### config.mk
export PLATFORM = sky130hd
export DESIGN_NAME = superio_config_port_decoder
export DESIGN_NICKNAME = d
export VERILOG_FILES = /design/src/hw/rtl/siocfg_pkg.sv /design/src/hw/rtl/superio_config_port_decoder.sv /design/src/hw/rtl/siocfg_ctrl.sv /design/src/hw/rtl/siocfg_dp.sv
export VERILOG_INCLUDE_DIRS = /design/src /design/src/hw/rtl
export SDC_FILE = /design/constraint.sdc
export NUM_CORES = 1
export LEC_CHECK = 0
export BUFFER_PORTS_ARGS = -buffer_cell sky130_fd_sc_hd__buf_2
export CORE_UTILIZATION = 50
export CTS_CLUSTER_SIZE = 12
export DETAILED_ROUTE_END_ITERATION = 7
export PLACE_DENSITY = 0.83
export SLEW_MARGIN = 30
export SYNTH_ARGS = -nofsm -noshare
export SYNTH_HDL_FRONTEND = slang
export SYNTH_HIERARCHICAL = 1
export SYNTH_SLANG_ARGS = --single-unit
### constraint.sdc
create_clock -name clk -period 2.6 [get_ports clk]
set_input_delay 0.39 -clock clk [delete_from_list [all_inputs] [get_ports clk]]
set_output_delay 0.39 -clock clk [all_outputs]
set_load 0.05 [all_outputs]
### src/hw/rtl/superio_config_port_decoder_assert.svh
// Assertion macros used by the configuration port decoder controller (siocfg_ctrl).
`ifndef SUPERIO_CONFIG_PORT_DECODER_ASSERT_SVH
`define SUPERIO_CONFIG_PORT_DECODER_ASSERT_SVH

// Same-cycle implication, checked outside reset.
`define SIOCFG_ASSERT_IMP(name, clk, rst_n, ante, cons, msg) \
    name: assert property (@(posedge clk) disable iff (!rst_n) (ante) |-> (cons)) \
        else $error(msg);

// Next-cycle implication, checked outside reset.
`define SIOCFG_ASSERT_NXT(name, clk, rst_n, ante, cons, msg) \
    name: assert property (@(posedge clk) disable iff (!rst_n) (ante) |=> (cons)) \
        else $error(msg);

`endif

### src/hw/rtl/siocfg_pkg.sv
package siocfg_pkg;

    // Bus access fields
    localparam logic OP_READ    = 1'b0;
    localparam logic OP_WRITE   = 1'b1;
    localparam logic PORT_INDEX = 1'b0;
    localparam logic PORT_DATA  = 1'b1;

    // Lock sequence keys written to the index port
    localparam logic [7:0] KEY_UNLOCK = 8'h55;
    localparam logic [7:0] KEY_LOCK   = 8'hAA;

    // Configuration port
    localparam int unsigned PADDR_W = 2;
    localparam int unsigned PDATA_W = 32;
    localparam logic [PADDR_W-1:0] ADDR_IDE_CHANNEL = 2'd0;

    // IDE channel codes
    localparam logic [1:0] IDE_NONE      = 2'd0;
    localparam logic [1:0] IDE_PRIMARY   = 2'd1;
    localparam logic [1:0] IDE_SECONDARY = 2'd2;

    // Register file reset contents
    localparam logic [7:0] REG0_RST = 8'h3f;
    localparam logic [7:0] REG1_RST = 8'h9f;
    localparam logic [7:0] REG2_RST = 8'hdc;

    // Serial port selection codes
    localparam logic [1:0] SER_PRIMARY   = 2'd0;
    localparam logic [1:0] SER_SECONDARY = 2'd1;
    localparam logic [1:0] SER_ALT_A     = 2'd2;
    localparam logic [1:0] SER_ALT_B     = 2'd3;

    // Parallel port selection codes
    localparam logic [1:0] LPT_OFF = 2'd0;
    localparam logic [1:0] LPT_3BC = 2'd1;
    localparam logic [1:0] LPT_378 = 2'd2;
    localparam logic [1:0] LPT_278 = 2'd3;

    localparam logic [9:0] SER_PRIMARY_BASE   = 10'h3f8;
    localparam logic [9:0] SER_SECONDARY_BASE = 10'h2f8;
    localparam logic [2:0] IRQ_4              = 3'd4;
    localparam logic [2:0] IRQ_3              = 3'd3;

    localparam logic [9:0] ALT_A_BASE [4] = '{10'h338, 10'h3e8, 10'h3e8, 10'h220};
    localparam logic [9:0] ALT_B_BASE [4] = '{10'h238, 10'h2e8, 10'h2e0, 10'h228};

    typedef struct packed {
        logic       op;
        logic       port_sel;
        logic [7:0] wdata;
    } req_t;

    typedef struct packed {
        logic [7:0] read_data;
        logic       config_mode;
        logic       com_a_enable;
        logic [9:0] com_a_base;
        logic [2:0] com_a_irq;
        logic       com_b_enable;
        logic [9:0] com_b_base;
        logic [2:0] com_b_irq;
        logic       lpt_enable;
        logic [9:0] lpt_base;
        logic       fdc_enable;
        logic       ide_active;
    } rsp_t;

    // Commands from controller to datapath
    typedef struct packed {
        logic load;
        logic idx_wr;
        logic file_wr;
        logic file_rd;
        logic cfg_wr;
        logic config_mode;
    } cmd_t;

    // Status from datapath to controller
    typedef struct packed {
        logic is_write;
        logic is_data;
        logic unlock_key;
        logic lock_key;
    } sts_t;

    typedef struct packed {
        logic [9:0] base;
        logic [2:0] irq;
    } ser_res_t;

    // Decode one serial port's selection against the alternate address pair
    function automatic ser_res_t serial_decode(input logic [1:0] sel, input logic [1:0] alt);
        ser_res_t res;
        unique case (sel)
            SER_PRIMARY:   res = '{base: SER_PRIMARY_BASE,   irq: IRQ_4};
            SER_SECONDARY: res = '{base: SER_SECONDARY_BASE, irq: IRQ_3};
            SER_ALT_A:     res = '{base: ALT_A_BASE[alt],    irq: IRQ_4};
            default:       res = '{base: ALT_B_BASE[alt],    irq: IRQ_3};
        endcase
        return res;
    endfunction

endpackage

### src/hw/rtl/superio_config_port_decoder.sv
// Index/data configuration port decoder for a super I/O block.
// req channel: one bus access per transfer (op, port_sel, wdata) on
// req_valid/req_ready. rsp channel: one result per access on
// rsp_valid/rsp_ready, carrying the read byte, the unlock state and the
// decoded serial, parallel, floppy and IDE resources after the access.
// Two index writes of 0x55 unlock the port, an index write of 0xAA locks it.
// The result is registered when the access is accepted. Throughput is one
// access per cycle while results are taken: the single result register
// refills in the cycle it is drained. When the receiver stalls, the result
// holds and req_ready drops until it is taken. The APB port holds the IDE
// channel register at address 0; the user must write it only while no
// access is in flight, which the block does not enforce. pready is always
// high. Reset locks the port, clears the index and loads the register file
// with its power-on contents (0x3f, 0x9f, 0xdc, rest zero); no clearing pass.
module superio_config_port_decoder #(
    parameter int unsigned NUM_REGS = 16
) (
    input  logic                           clk,
    input  logic                           rst_n,
    input  logic                           req_valid,
    output logic                           req_ready,
    input  siocfg_pkg::req_t               req,
    output logic                           rsp_valid,
    input  logic                           rsp_ready,
    output siocfg_pkg::rsp_t               rsp,
    input  logic                           psel,
    input  logic                           penable,
    input  logic                           pwrite,
    input  logic [siocfg_pkg::PADDR_W-1:0] paddr,
    input  logic [siocfg_pkg::PDATA_W-1:0] pwdata,
    output logic [siocfg_pkg::PDATA_W-1:0] prdata,
    output logic                           pready
);
    import siocfg_pkg::*;

    cmd_t cmd;
    sts_t sts;

    assign pready = 1'b1;

    siocfg_ctrl u_ctrl (
        .clk       (clk),
        .rst_n     (rst_n),
        .req_valid (req_valid),
        .req_ready (req_ready),
        .rsp_valid (rsp_valid),
        .rsp_ready (rsp_ready),
        .psel      (psel),
        .penable   (penable),
        .pwrite    (pwrite),
        .paddr     (paddr),
        .sts       (sts),
        .cmd       (cmd)
    );

    siocfg_dp #(
        .NUM_REGS (NUM_REGS)
    ) u_dp (
        .clk    (clk),
        .rst_n  (rst_n),
        .req    (req),
        .rsp    (rsp),
        .paddr  (paddr),
        .pwdata (pwdata),
        .prdata (prdata),
        .cmd    (cmd),
        .sts    (sts)
    );

endmodule

### src/hw/rtl/siocfg_ctrl.sv
module siocfg_ctrl (
    input  logic                           clk,
    input  logic                           rst_n,
    input  logic                           req_valid,
    output logic                           req_ready,
    output logic                           rsp_valid,
    input  logic                           rsp_ready,
    input  logic                           psel,
    input  logic                           penable,
    input  logic                           pwrite,
    input  logic [siocfg_pkg::PADDR_W-1:0] paddr,
    input  siocfg_pkg::sts_t               sts,
    output siocfg_pkg::cmd_t               cmd
);
    import siocfg_pkg::*;

    `include "superio_config_port_decoder_assert.svh"

    typedef enum logic [1:0] {
        OUT_EMPTY = 2'b01,
        OUT_FULL  = 2'b10
    } out_state_t;

    typedef enum logic [2:0] {
        LK_IDLE = 3'b001,
        LK_HALF = 3'b010,
        LK_OPEN = 3'b100
    } lock_state_t;

    out_state_t  out_state_reg, out_state_next;
    lock_state_t lock_state_reg, lock_state_next;
    logic        accept;
    logic        idx_port_wr;
    logic        is_open;

    // Take a new transfer when the result register is empty or draining
    assign req_ready   = (out_state_reg == OUT_EMPTY) || rsp_ready;
    assign rsp_valid   = (out_state_reg == OUT_FULL);
    assign accept      = req_valid && req_ready;
    assign idx_port_wr = sts.is_write && !sts.is_data;
    assign is_open     = (lock_state_reg == LK_OPEN);

    // Track result register occupancy
    always_comb
    begin
        out_state_next = out_state_reg;
        unique case (out_state_reg)
            OUT_EMPTY:
            begin
                if (accept)
                    out_state_next = OUT_FULL;
            end
            OUT_FULL:
            begin
                if (!accept && rsp_ready)
                    out_state_next = OUT_EMPTY;
            end
            default: out_state_next = OUT_EMPTY;
        endcase
    end

    // Advance the unlock sequence, or relock the port, on index port writes
    always_comb
    begin
        lock_state_next = lock_state_reg;
        if (accept && idx_port_wr)
        begin
            unique case (lock_state_reg)
                LK_IDLE:
                begin
                    if (sts.unlock_key)
                        lock_state_next = LK_HALF;
                end
                LK_HALF:
                begin
                    if (sts.unlock_key)
                        lock_state_next = LK_OPEN;
                end
                LK_OPEN:
                begin
                    if (sts.lock_key)
                        lock_state_next = LK_IDLE;
                end
                default: lock_state_next = LK_IDLE;
            endcase
        end
    end

    always_ff @(posedge clk or negedge rst_n)
    begin
        if (!rst_n)
        begin
            out_state_reg  <= OUT_EMPTY;
            lock_state_reg <= LK_IDLE;
        end
        else
        begin
            out_state_reg  <= out_state_next;
            lock_state_reg <= lock_state_next;
        end
    end

    // Drive datapath commands
    always_comb
    begin
        cmd.load        = accept;
        cmd.idx_wr      = accept && is_open && idx_port_wr && !sts.lock_key;
        cmd.file_wr     = accept && is_open && sts.is_write && sts.is_data;
        cmd.file_rd     = accept && is_open && !sts.is_write && sts.is_data;
        cmd.cfg_wr      = psel && penable && pwrite && (paddr == ADDR_IDE_CHANNEL);
        cmd.config_mode = is_open;
    end

    `SIOCFG_ASSERT_NXT(a_lock_on_key, clk, rst_n,
        accept && is_open && idx_port_wr && sts.lock_key,
        lock_state_reg == LK_IDLE, "lock key did not relock the port")
    `SIOCFG_ASSERT_IMP(a_file_access_open, clk, rst_n,
        cmd.file_wr || cmd.file_rd || cmd.idx_wr,
        is_open, "register access while locked")
    `SIOCFG_ASSERT_IMP(a_no_overwrite, clk, rst_n,
        accept && rsp_valid,
        rsp_ready, "result overwritten before transfer")
    `SIOCFG_ASSERT_NXT(a_result_follows, clk, rst_n,
        accept,
        rsp_valid, "accepted transfer produced no result")

endmodule

### src/hw/rtl/siocfg_dp.sv
module siocfg_dp #(
    parameter int unsigned NUM_REGS = 16
) (
    input  logic                           clk,
    input  logic                           rst_n,
    input  siocfg_pkg::req_t               req,
    output siocfg_pkg::rsp_t               rsp,
    input  logic [siocfg_pkg::PADDR_W-1:0] paddr,
    input  logic [siocfg_pkg::PDATA_W-1:0] pwdata,
    output logic [siocfg_pkg::PDATA_W-1:0] prdata,
    input  siocfg_pkg::cmd_t               cmd,
    output siocfg_pkg::sts_t               sts
);
    import siocfg_pkg::*;

    localparam int unsigned IDX_W = $clog2(NUM_REGS);

    logic [7:0]       file_reg [NUM_REGS];
    logic [7:0]       index_reg;
    logic [1:0]       ide_reg;
    logic [7:0]       read_data_reg, read_data_next;
    logic             in_range;
    logic [IDX_W-1:0] idx;
    logic [7:0]       r0, r1, r2;
    ser_res_t         com_a, com_b;

    // Decode the incoming access for the controller
    assign sts.is_write   = (req.op == OP_WRITE);
    assign sts.is_data    = (req.port_sel == PORT_DATA);
    assign sts.unlock_key = (req.wdata == KEY_UNLOCK);
    assign sts.lock_key   = (req.wdata == KEY_LOCK);

    assign in_range = (index_reg < 8'(NUM_REGS));
    assign idx      = index_reg[IDX_W-1:0];

    // Select read data for an unlocked data port read
    assign read_data_next = (cmd.file_rd && in_range) ? file_reg[idx] : 8'h00;

    always_ff @(posedge clk or negedge rst_n)
    begin
        if (!rst_n)
        begin
            file_reg[0] <= REG0_RST;
            file_reg[1] <= REG1_RST;
            file_reg[2] <= REG2_RST;
            for (int i = 3; i < NUM_REGS; i++)
                file_reg[i] <= 8'h00;
            index_reg   <= 8'h00;
            ide_reg     <= IDE_NONE;
        end
        else
        begin
            if (cmd.file_wr && in_range)
                file_reg[idx] <= req.wdata;
            if (cmd.idx_wr)
                index_reg <= req.wdata;
            if (cmd.cfg_wr)
                ide_reg <= pwdata[1:0];
        end
    end

    // Hold read data with the result
    always_ff @(posedge clk)
    begin
        if (cmd.load)
            read_data_reg <= read_data_next;
    end

    assign prdata = (paddr == ADDR_IDE_CHANNEL) ? {{(PDATA_W-2){1'b0}}, ide_reg} : '0;

    // Decode resources from registers 0 to 2
    assign r0    = file_reg[0];
    assign r1    = file_reg[1];
    assign r2    = file_reg[2];
    assign com_a = serial_decode(r2[1:0], r1[6:5]);
    assign com_b = serial_decode(r2[5:4], r1[6:5]);

    always_comb
    begin
        rsp.read_data    = read_data_reg;
        rsp.config_mode  = cmd.config_mode;
        rsp.com_a_enable = r2[2];
        rsp.com_a_base   = r2[2] ? com_a.base : 10'd0;
        rsp.com_a_irq    = r2[2] ? com_a.irq : 3'd0;
        rsp.com_b_enable = r2[6];
        rsp.com_b_base   = r2[6] ? com_b.base : 10'd0;
        rsp.com_b_irq    = r2[6] ? com_b.irq : 3'd0;
        rsp.lpt_enable   = (r1[1:0] != LPT_OFF);
        case (r1[1:0])
            LPT_3BC: rsp.lpt_base = 10'h3bc;
            LPT_378: rsp.lpt_base = 10'h378;
            LPT_278: rsp.lpt_base = 10'h278;
            default: rsp.lpt_base = 10'd0;
        endcase
        rsp.fdc_enable   = r0[4];
        rsp.ide_active   = ((ide_reg == IDE_PRIMARY) || (ide_reg == IDE_SECONDARY)) && r0[0];
    end

endmodule

Yosys cells after proc, flatten, opt, wreduce, memory -nomap -nowiden --
Cells that the tools add are included.
Cells by class: magnitude comparators 4, add/subtract/negate cells 0, multipliers 0, reduce and logical (&&, ||, !) cells 30, bitwise gates (word level) 2, multiplexer cells 27, equal/unequal tests 21, shifts and indexed selects 0, divide/modulo/power cells 0
Operator list (number):
- $bwmux W128 | 1
- $pmux W13 S3 | 2
- $mux W10 | 6
- $bmux W10 S2 | 2
- $bmux W8 S4 | 1
- $demux W8 S4 | 1
- $pmux W10 S3 | 1
- $mux W8 | 3
- $logic_and A1 B1 Y1 | 18
- $mux W3 | 5
- $eq A2 B2 Y1 const B | 6
- $eq A2 B1 Y1 const B | 5
- $pmux W3 S3 | 1
- $eq A8 B7 Y1 const B | 1
- $eq A8 B8 Y1 const B | 1
- $lt A8 B5 Y1 const B | 1
- $logic_not A2 Y1 | 3
- $mux W2 | 3
- $ne A2 B1 Y1 const B | 3
- $ge A5 B5 Y1 const B | 1
- $lt A5 B1 Y1 const B | 1
- $not A4 Y5 | 1
- $logic_not A1 Y1 | 4
- $ne A2 B2 Y1 const B | 2
- other kinds (10) | 11
Word-level totals: word-level logic and storage cells 105, latch bits 0, input port bits 51, ROM bits 0, memories 0, bits in registers 151, RAM bits 0

Logic depth before layout (Yosys ltp) --
depth in word-level cells 7, mapped depth 8

Modules after synthesis --
Netlist, hierarchy kept.
By module, submodules not included:
- siocfg_dp | times used 1, area an instance 7350.8 um^2, sequential area each 3714.8 um^2, cells each 505
- siocfg_ctrl | times used 1, area an instance 352.8 um^2, sequential area each 127.6 um^2, cells each 38
- superio_config_port_decoder | times used 1, area an instance 11.3 um^2, sequential area each 0.0 um^2, cells each 2

Least setup slack after synthesis --
Ideal clock, no wire load.
path kind register -> output, start reg u_dp.file_reg, in the netlist u_dp/r2[6], end out rsp[24] (netlist name), setup slack -346 ps, path buffers 0, arrival time 2556 ps, cell stages (with the launch flop) 3, path through dfstp_2 nor2b_1 a21boi_0
RTL lines:
- start, declared | RTL line siocfg_dp.sv:18 | logic [7:0] file_reg [NUM_REGS];
- start signal, assigned by index | RTL line siocfg_dp.sv:54 | file_reg[idx] <= req.wdata;
- end, declared | RTL line superio_config_port_decoder.sv:25 | output siocfg_pkg::rsp_t rsp,

==> impl_metrics.xml <==
<?xml version="1.0" encoding="UTF-8"?>
<metrics>
  <group name="floorplan">
    <metric name="core-area" unit="µm²">15100</metric>
    <metric name="design.portCount" unit="">136</metric>
    <metric name="design.die.area" unit="µm²">15900</metric>
    <metric name="chipHeight" unit="µm">126</metric>
    <metric name="dieWidth" unit="µm">126</metric>
    <metric name="rows" unit="">45</metric>
    <metric name="start_util" unit="">0.509</metric>
  </group>
  <group name="setup_path">
    <metric name="crit_fanout" unit="">12</metric>
    <metric name="worst_ep_arrival_time" unit="ns">2.81</metric>
    <metric name="crit_path_top_delay_cell" unit="">dfstp_2</metric>
    <metric name="worst_setup_path_start_kind" unit="">flop</metric>
    <metric name="timing.critical_path.cells" unit="">nor2b_4, o21a_1, nand3_1, nor2_1, buf_4, nand4_1, mux2_2</metric>
    <metric name="timing_worst_setup_path_type" unit="">flop to flop</metric>
    <metric name="timing.critical_path.to_type" unit="">flop</metric>
    <metric name="data_required_critical_path" unit="ns">2.90</metric>
    <metric name="critical_path.max_stage_delay" unit="ns">0.53</metric>
  </group>
  <group name="placement">
    <metric name="place.port_buffers" unit="">66</metric>
    <metric name="gp_routability_congestion" unit="">0.866</metric>
    <metric name="place_hpwl" unit="µm">10600</metric>
    <metric name="pre_cts_slack" unit="ns">0.116</metric>
  </group>
  <group name="finish">
    <metric name="regArea" unit="µm²">3840</metric>
    <metric name="largest_reg_flops" unit="">104</metric>
    <metric name="drive_above_1_share" unit="">0.525</metric>
    <metric name="final.fill_count" unit="">1110</metric>
    <metric name="final_nets" unit="">658</metric>
    <metric name="layout.core_utilization" unit="">0.575</metric>
    <metric name="multiInputGateArea" unit="µm²">3380</metric>
    <metric name="antenna-diode-count" unit="">0</metric>
    <metric name="area_growth_syn_to_layout" unit="%">12.9</metric>
  </group>
  <group name="sta">
    <metric name="grt_setup_unrepaired" unit="">no</metric>
    <metric name="period_minus_slack" unit="ns">2.51</metric>
    <metric name="slew_headroom" unit="">0.445</metric>
    <metric name="setup_viol_count_final" unit="">0</metric>
    <metric name="max_freq" unit="GHz">0.399</metric>
    <metric name="worst_pin_slew" unit="ns">0.832</metric>
    <metric name="final.period_utilization" unit="">0.964</metric>
    <metric name="finalClockSkew" unit="ns">0.00842</metric>
    <metric name="finalMaxSlewViolations" unit="">0</metric>
    <metric name="setup_ws" unit="ns">0.0930</metric>
    <metric name="timing_hold_violations_final" unit="">0</metric>
  </group>
  <group name="job">
    <metric name="reported_max_cap_violation_count" unit="">0</metric>
  </group>
  <group name="clocking">
    <metric name="cts.repair_timing.setup_buffer_count" unit="">0</metric>
    <metric name="clock_path_buffers" unit="">2</metric>
    <metric name="clock_sink_count" unit="">151</metric>
    <metric name="cts.reportedPaths.clkPinSlew" unit="ns">0.06</metric>
    <metric name="cts-htree-levels" unit="">4</metric>
    <metric name="clock_insertion_delay_worst_skew" unit="ns">0.42</metric>
    <metric name="cts_tree" unit="">done</metric>
    <metric name="cts-buffers-inserted" unit="">17</metric>
    <metric name="clk_root_buffer_cell" unit="">clkbuf_16</metric>
  </group>
  <group name="routing">
    <metric name="post_drt_via_cell_ratio" unit="">5.70</metric>
    <metric name="finalWirelength" unit="µm">15600</metric>
    <metric name="first_drt_pass_iteration_count" unit="">6</metric>
    <metric name="antenna_left" unit="">0</metric>
    <metric name="routed_wire_length_per_instance" unit="µm">19.5</metric>
    <metric name="drc" unit="">0</metric>
    <metric name="first_iter_violations" unit="">332</metric>
    <metric name="vias" unit="">4561</metric>
  </group>
  <group name="yosys">
    <metric name="yosysWarnings" unit="">6</metric>
    <metric name="synth.avg_cell_area" unit="µm²">14.2</metric>
    <metric name="synth_top_flop_cell" unit="">dfrtp_1</metric>
    <metric name="post_synthesis_instance_total" unit="">545</metric>
    <metric name="synth-edff-count" unit="">8</metric>
    <metric name="synth.cell_area" unit="µm²">7710</metric>
    <metric name="yosys.cell_types.count" unit="">45</metric>
    <metric name="yosys_register_bits" unit="">151</metric>
    <metric name="synthArstFlopShare" unit="">0.947</metric>
    <metric name="sequential_share_of_the_synthesized_area" unit="">0.498</metric>
  </group>
  <group name="grt">
    <metric name="groute.usage.overall" unit="">0.212</metric>
    <metric name="global_route.overflow_total" unit="">0</metric>
    <metric name="number_of_global_route_vias_before_repair" unit="">4728</metric>
    <metric name="grt_antenna_before_repair" unit="">0</metric>
    <metric name="grt_first_pass_wirelength" unit="µm">25400</metric>
    <metric name="grt_start_max_net_pins" unit="">62</metric>
  </group>
  <group name="power_and_ir_drop">
    <metric name="ir_drop" unit="µV">428</metric>
    <metric name="leakage_power" unit="nW">4.20</metric>
    <metric name="power_per_cell_area" unit="nW/µm²">626</metric>
  </group>
  <group name="hold_path">
    <metric name="hold_class" unit="">primary input to flop</metric>
  </group>
  <group name="run_status">
    <metric name="run_status" unit="">complete, no violations</metric>
  </group>
</metrics>
[placed cells by master, fill, tap and decap left out, types with 3 or more instances in the layout]
cell type  instances
o22ai_1            9
a21boi_0           6
inv_1             14
ha_1               8
mux2_2           139
dfrtp_1          123
nor3b_1            5
buf_12             4
clkbuf_16         18
mux4_2            32
nor4_4             4
nor2_1             7
buf_2             65
conb_1            39
buf_4             20
and2_1             3
nor2b_1            4
nand4_1           11
or4bb_1            3
nand3b_1           3
dfstp_2           19
edfxtp_1           8
mux2i_1           16
nor3_1             6
clkbuf_8           5
clkbuf_1           3
[power by group]
group,internal (W),switching [W]
registers,0.00242,0.0000329
logic,0.000107,0.000385
clock network,0.00160,0.000915
total,0.00412,0.00133
[per-stage QoR]
step / hold WS (ns) / cell area (µm²) / instances / total power [W] / setup TNS (ns)
global route: 0.198 / 8710 / 800 / 0.00564 / 0
global placement: 0.356 / 8080 / 767 / 0.00297 / 0
finish: 0.211 / 8710 / 800 / 0.00545 / 0
detailed placement: 0.374 / 8080 / 767 / 0.00299 / 0
floorplan: 0.0944 / 7850 / 582 / 0.00290 / -0.125
CTS: 0.196 / 8710 / 800 / 0.00550 / 0
[worst max-delay path: cells and delay by family, from the launching register on]
family	cells	cell delay [ns]
compound gates	1	0.15
buf+inv	1	0.23
mux	1	0.48
flops	1	0.53
simple gates	4	1.01
[repair_timing]
action,in CTS,in global routing
resized for setup,0,0
hold buffers,1,0
endpoints found under the hold margin,43,0
[cells in the mapped netlist (8+ instances only)]
master | count | share of area
mux2_2 | 139 | 0.20
dfrtp_1 | 124 | 0.40
buf_4 | 59 | 0.057
mux4_2 | 32 | 0.093
clkbuf_1 | 21 | 0.010
dfstp_2 | 19 | 0.065
mux2i_1 | 16 | 0.021
inv_1 | 14 | 0.0068
nand4_1 | 11 | 0.0089
o22ai_1 | 9 | 0.0073
a21boi_0 | 8 | 0.0078
edfxtp_1 | 8 | 0.031
ha_1 | 8 | 0.013
[metal layers]
metal | up-vias | share of wire | global-route usage
li1 | 2017 | - | -
met1 | 2398 | 0.42 | 0.274
met2 | 128 | 0.53 | 0.354
met3 | 18 | 0.037 | 0.0467
met4 | 0 | 0.014 | 0.0773
met5 | - | 0 | 0
[cell type report]
type,instances,area share
clock buffers,26,0.0609
clock inverters,6,0.00977
inverters,15,0.00646
multi-input cells,323,0.388
flip-flops and latches,151,0.441
well taps,188,0.0270
repair buffers,91,0.0662
[cells by family (layout without fill, tap and decap cells)]
logic type,after synthesis,count (layout),synth area share
buffers and inverters,108,138,0.0822
AO/OA/AOI/OAI,24,24,0.0251
XOR/XNOR,1,1,0.00114
adder cells (fa/ha/maj),8,8,0.0130
multiplexers,187,187,0.317
other,2,39,0.000973
AND/OR/NAND/NOR,64,64,0.0624
flip-flops,151,151,0.498
[final timing paths]
check	start	to	slack (ns)	cells after the start
setup reg to reg	u_ctrl/out_state_reg[0]	u_dp/file_reg[22]	0.09	7
max in group asynchronous	rst_n	u_dp/file_reg[28]	1.30	3
hold / removal	pwdata[0]	u_dp/ide_reg[0]	0.21	2
setup / recovery	u_ctrl/out_state_reg[0]	u_dp/file_reg[22]	0.09	7
hold reg to reg	u_dp/file_reg[12]	u_dp/file_reg[12]	0.50	1
min in group asynchronous	rst_n	u_ctrl/lock_state_reg[1]	0.48	2
No activity file was read; power rests on OpenSTA's default activity.
